[config.mk]
export PLATFORM = sky130hd
export DESIGN_NAME = mhu_cfg_regs
export DESIGN_NICKNAME = d
export VERILOG_FILES = /design/src/mhu_pkg.sv /design/src/mhu_cfg_regs.sv
export SDC_FILE = /design/constraint.sdc
export NUM_CORES = 1
export LEC_CHECK = 0
export ABC_AREA = 0
export BUFFER_PORTS_ARGS = -buffer_cell sky130_fd_sc_hd__buf_2
export CORE_ASPECT_RATIO = 0.75
export CORE_MARGIN = 2
export CORE_UTILIZATION = 40
export CTS_BUF_LIST = sky130_fd_sc_hd__clkbuf_16
export CTS_CLUSTER_SIZE = 16
export DETAILED_ROUTE_END_ITERATION = 12
export GPL_ROUTABILITY_DRIVEN = 1
export HOLD_SLACK_MARGIN = 0.03
export PLACE_DENSITY = 0.82
export SLEW_MARGIN = 15
export SYNTH_ARGS = -nofsm -noshare
export SYNTH_HDL_FRONTEND = slang
export SYNTH_SLANG_ARGS = --single-unit
[constraint.sdc]
create_clock -name clk_i -period 1.1 [get_ports clk_i]
set_input_delay 0.165 -clock clk_i [delete_from_list [all_inputs] [get_ports clk_i]]
set_output_delay 0.165 -clock clk_i [all_outputs]
set_load 0.05 [all_outputs]
[src/mhu_pkg.sv]
package mhu_pkg;

  // Frame geometry and ring depth
  localparam int unsigned FrameWidth  = 640;
  localparam int unsigned FrameHeight = 480;
  localparam int unsigned Frames      = 4;
  localparam int unsigned Pixels      = FrameWidth * FrameHeight;

  localparam int unsigned PosW  = (Pixels > 1) ? $clog2(Pixels) : 1;
  localparam int unsigned HwmW  = $clog2(Pixels + 1);
  localparam int unsigned SlotW = $clog2(Frames);

  // Field widths
  localparam int unsigned ColorW = 8;
  localparam int unsigned GrayW  = 8;
  localparam int unsigned TimeW  = 32;
  localparam int unsigned ThrW   = 8;
  localparam int unsigned DurW   = 20;
  localparam int unsigned GainW  = 24;
  localparam int unsigned MaskW  = 8;

  // Gray weights, 14-bit fixed point
  localparam int unsigned GraySumW  = 22;
  localparam int unsigned GrayShift = 14;
  localparam int unsigned GrayWr    = 4899;
  localparam int unsigned GrayWg    = 9617;
  localparam int unsigned GrayWb    = 1868;
  localparam int unsigned GrayRound = 8192;

  // Mask scaling: age is signed 34 bits, clamped to 2^24 before the multiply
  localparam int unsigned AgeW       = TimeW + 2;
  localparam int unsigned MaskAgeW   = 25;
  localparam int unsigned ProdW      = MaskAgeW + GainW;
  localparam int unsigned MaskShift  = 16;
  localparam int unsigned MaskRound  = 32768;

  // Configuration port
  localparam int unsigned AddrW = 4;
  localparam int unsigned DataW = 32;
  localparam int unsigned RegIdxW = AddrW - 2;

  localparam logic [RegIdxW-1:0] RegThreshold = 2'd0;
  localparam logic [RegIdxW-1:0] RegDuration  = 2'd1;
  localparam logic [RegIdxW-1:0] RegGain      = 2'd2;

  localparam logic [ThrW-1:0]  ThresholdRst = 8'd30;
  localparam logic [DurW-1:0]  DurationRst  = 20'd1000;
  localparam logic [GainW-1:0] GainRst      = 24'd16712;

  typedef struct packed {
    logic [ColorW-1:0] blue;
    logic [ColorW-1:0] green;
    logic [ColorW-1:0] red;
    logic [TimeW-1:0]  time_now;
    logic              last_in_frame;
  } mhu_in_t;

  typedef struct packed {
    logic              motion;
    logic [TimeW-1:0]  history_time;
    logic [MaskW-1:0]  mask_level;
  } mhu_out_t;

  typedef struct packed {
    logic [ThrW-1:0]  threshold;
    logic [DurW-1:0]  duration;
    logic [GainW-1:0] gain;
  } mhu_cfg_t;

  function automatic logic [GrayW-1:0] to_gray(input logic [ColorW-1:0] b,
                                               input logic [ColorW-1:0] g,
                                               input logic [ColorW-1:0] r);
    logic [GraySumW-1:0] sum;
    sum = GraySumW'(GrayWr) * GraySumW'(r) + GraySumW'(GrayWg) * GraySumW'(g)
        + GraySumW'(GrayWb) * GraySumW'(b) + GraySumW'(GrayRound);
    return sum[GrayShift +: GrayW];
  endfunction

endpackage

[src/mhu_cfg_regs.sv]
module mhu_cfg_regs (
  input  logic                         clk_i,
  input  logic                         rst_ni,
  input  logic                         psel,
  input  logic                         penable,
  input  logic                         pwrite,
  input  logic [mhu_pkg::AddrW-1:0]    paddr,
  input  logic [mhu_pkg::DataW-1:0]    pwdata,
  output logic [mhu_pkg::DataW-1:0]    prdata,
  output logic                         pready,
  output mhu_pkg::mhu_cfg_t            cfg_o
);

  mhu_pkg::mhu_cfg_t cfg_q, cfg_d;
  logic [mhu_pkg::RegIdxW-1:0] idx;
  logic wr_en;

  assign idx    = paddr[mhu_pkg::AddrW-1:2];
  assign wr_en  = psel && penable && pwrite && pready;
  assign pready = 1'b1;
  assign cfg_o  = cfg_q;

  always_comb begin
    cfg_d = cfg_q;
    if (wr_en) begin
      unique case (idx)
        mhu_pkg::RegThreshold: cfg_d.threshold = pwdata[mhu_pkg::ThrW-1:0];
        mhu_pkg::RegDuration:  cfg_d.duration  = pwdata[mhu_pkg::DurW-1:0];
        mhu_pkg::RegGain:      cfg_d.gain      = pwdata[mhu_pkg::GainW-1:0];
        default: ;
      endcase
    end
  end

  always_comb begin
    unique case (idx)
      mhu_pkg::RegThreshold: prdata = mhu_pkg::DataW'(cfg_q.threshold);
      mhu_pkg::RegDuration:  prdata = mhu_pkg::DataW'(cfg_q.duration);
      mhu_pkg::RegGain:      prdata = mhu_pkg::DataW'(cfg_q.gain);
      default:               prdata = '0;
    endcase
  end

  always_ff @(posedge clk_i or negedge rst_ni) begin
    if (!rst_ni) begin
      cfg_q.threshold <= mhu_pkg::ThresholdRst;
      cfg_q.duration  <= mhu_pkg::DurationRst;
      cfg_q.gain      <= mhu_pkg::GainRst;
    end else begin
      cfg_q <= cfg_d;
    end
  end

endmodule

# --- Word level (Yosys, flattened, before mapping) ---
# Index checks and enable logic that the tools add are counted.
word_totals:
  reg_bits: 52
  latch_bits: 0
  mem_bits_rw: 0
  rom_bits: 0
  input_bits: 41
  memories: 0
classes:
  add_sub_neg: 0
  multipliers: 0
  div: 0
  order_cmp: 0
  eq_ne: 2
  n_shift: 0
  n_mux: 1
  bitwise_logic: 0
  reduce_logical: 6
op_table:
  columns: ["cell", "n"]
  rows:
  - ["24-bit one-hot mux with 3 select lines", 1]
  - ["2-bit AND reduction", 3]
  - ["2-bit by 1-bit == test with 1-bit output, second input constant", 1]
  - ["2-bit == test, second input constant", 1]
  - ["1-bit logical AND", 2]
  - ["2-bit logical NOT", 1]

# --- Logic depth before layout (Yosys ltp) ---
depth:
  ltp_word: 3
  ltp_mapped: 5

# --- Worst setup path before layout ---
# OpenSTA, ideal clock, no wires.
synth_timing:
  path_type: "register -> output"
  from: "register cfg_q, in the netlist cfg_o[6]"
  to: "output prdata[6] (netlist name)"
  arrival_ps: 1898
  required_time_ps: 935
  path_slack_ps: -963
  path_stages_with_launch: 3
  n_path_buf: 0
  path_cell_list: "dfstp_2 mux2i_1 o21ai_0"
synth_between:
  elab_chain_len: 1
synth_lines:
  columns: ["item", "line", "rtl"]
  rows:
  - ["start: declaration", "mhu_cfg_regs.sv:14", "mhu_pkg::mhu_cfg_t cfg_q, cfg_d;"]
  - ["start signal: assignment", "mhu_cfg_regs.sv:50", "cfg_q <= cfg_d;"]
  - ["24-bit one-hot mux with 3 select lines", "mhu_cfg_regs.sv:36", "unique case (idx)"]
  - ["end: declaration", "mhu_cfg_regs.sv:9", "output logic [mhu_pkg::DataW-1:0] prdata,"]
# Every way passes these cells.

# --- Final worst setup path ---
layout_timing:
  from: "register cfg_q, in the netlist cfg_o[3]"
  to: "output prdata[3] (netlist name)"
# The elaborated chain is that of the path after synthesis.

==> metrics.md <==
| Metric | Value |
|---|---|
| Status | finished, violations left |
| Failing checks | negative setup slack |
| Critical Path Start Type | flop |
| # clock sinks | 52 |
| Worst-Skew Late Latency | 0.28 ns |
| Power per standard cell area | 2220 mW/mm2 |
| Sequential area share after synthesis | 0.551 |
| Num ports | 126 |
| PnR worst setup slack | -0.279 ns |
| Crit-path max FO | 2 |
| Vias per cell | 4.91 |
| Mapped cell area | 0.00239 mm2 |
| Starting Density | 0.413 |
| Synth Register Bits | 52 |
| # setup viols final | 67 |
| Die Y | 71.0 um |
| Worst path arrival time | 1.21 ns |
| Most frequent cells in the layout | buf_6, buf_4, buf_8, mux2_4, buf_2 |
| Synthesized instance count | 171 |
| Row cnt | 24 |
| WHS | 0.118 ns |
| # H-tree levels | 2 |
| Total gr overflow | 0 |
| Fmax | 725 MHz |
| Wire length of the first global-routing pass | 11,200 um |
| Post-route ant nets | 0 |
| Worst R2R Start | cfg_o[29]$_DFFE_PN1P_ |
| Total power | 10,400 uW |
| Critical path data required time | 0.94 ns |
| Clk slew on worst S/H paths | 0.07 ns |
| Vias in the first global route | 2,043 |
| GRT Total Usage | 0.221 |
| Cell taking the most area after synthesis | dfrtp_1 |
| Area of the die | 0.00662 mm2 |
| Critical Path Sink Type | primary output |
| Worst setup startpoint | cfg_o[3]$_DFFE_PN1P_ |
| Peak supply drop | 1.26 mV |
| Part of the cycle the worst path needs | 1.25 |
| Distinct cells, synth | 18 |
| Max-slew violations | 0 |
| Max reg flops | 52 |
| 1st-iter DRT viols | 47 |
| Setup CP Type | flop to primary output |
| Worst-case clock buffer depth | 2 |
| Avg Cell Area, Syn | 14.0 um2 |
| Hold Fails Final Rpt | 0 |
| Hold/Removal Path Class | primary input to flop |
| Yosys top cell area share | 0.397 |
| Synth Warn # | 0 |
| Total Wirelength | 7600 um |
| Area of the core | 0.00580 mm2 |
| Routed vias | 2,019 |
| Gpl congestion | 0.776 |
| Final Core Density | 0.812 |
| # port buffers | 106 |
| Root Driver | clkbuf_16 |
| Pleak | 0.00220 uW |
| Routed wire length per instance | 18.5 um |
| Setup Skew | 0 ns |
| Area grow syn2layout | 96.5% |
| Max_cap viols | 0 |
| RSZ-0062 raised after global routing | true |
| CTS tree | done |
| Final #Nets | 373 |
| Hold_sp | pwdata[12] |
| CTS buffer count | 5 |
| Initial DRT Pass Iterations | 4 |
| Top cells by area, synth | dfrtp_1, mux2_2, dfstp_2 |
| Final min period | 1.38 ns |
| Layout cells sized above 1 | 0.895 |
| DRC Markers | 0 |
| Commonest non-fill, non-tap cell in the layout | buf_6 |
| Largest net degree at the start of global routing | 53 |
| Die extent in x | 93.3 um |
| Initial antenna violation count | 0 |
| Final HPWL DP | 4360 um |
| Ant. Diodes | 0 |
[critical path, stage by stage, from the launching register on]
cell and delay, ns:
dfstp_2 0.56, mux2i_4 0.08, o21ai_4 0.13, buf_6 0.17
[per-stage QoR]
stage | instance area (um2) | cells | TNS, ns | setup WS (ns)
after CTS | 4440 | 397 | -6.53 | -0.280
after global placement | 3500 | 369 | -16.16 | -0.279
after global routing | 4700 | 411 | -8.73 | -0.304
after detailed placement | 3500 | 369 | -17.62 | -0.311
after floorplan | 2810 | 178 | -4.91 | -0.257
final | 4700 | 411 | -6.92 | -0.279
[power by group]
group          internal, uW  switching, uW  total (uW)
clock                  1060            648        1710
sequential             2490            475        2960
combinational          2620           3150        5770
[kinds of logic (layout without fill, tap and decap cells)]
logic type | count (synthesis) | after routing | share of synthesized area
mux | 60 | 60 | 0.280
flops | 52 | 52 | 0.551
compound gates | 20 | 20 | 0.0606
buf+inv | 19 | 173 | 0.0612
simple gates | 18 | 19 | 0.0444
other cells | 2 | 9 | 0.00314
[worst paths after layout]
path | slack, ns | to | cells after the start
setup / recovery | -0.28 | prdata[3] | 3
hold / removal | 0.12 | cfg_o[12]$_DFFE_PN0P_ | 2
setup reg to reg | 0.01 | cfg_o[29]$_DFFE_PN1P_ | 4
hold reg to reg | 0.54 | cfg_o[25]$_DFFE_PN0P_ | 1
max in group asynchronous | 0.40 | cfg_o[14]$_DFFE_PN1P_ | 3
min in group asynchronous | 0.42 | cfg_o[1]$_DFFE_PN0P_ | 3
[Yosys cell counts, drive strengths merged]
library cell and number:
a22o 12, and2 4, buf 15, clkbuf 4, conb 2, dfrtp 38
dfstp 14, mux2 52, mux2i 8, nand2 8, nand3 1, nor2b 2
nor3 1, nor3b 1, o21ai 8, or3b 1
[timing repair]
| item | CTS | global route |
|---|---|---|
| hold buffers | 1 | 0 |
| pin swaps | 4 | 5 |
| gates cloned | 1 | 2 |
| setup buffers | 18 | 15 |
| hold endpoints to repair | 38 | 0 |
| setup endpoints to repair | 63 | 86 |
| gates resized for setup | 184 | 46 |
[metal layers]
layer  global-route usage  share of wire  up-vias
met2                0.376           0.52       72
met1                0.294           0.43     1019
met3               0.0405          0.044        6
met5                    0              0        -
li1                     -              -      922
met4               0.0572         0.0076        0
[cell type report]
class                           count  area (um2)
Timing Repair Buffer              165        1710
Tap cell                           78        97.6
Clock buffer                        5         125
Multi-Input combinational cell    108        1390
Fill cell                         312        1090
Clock inverter                      3        37.5
Sequential cell                    52        1350
Note: power is estimated with default switching activity, not from simulation.
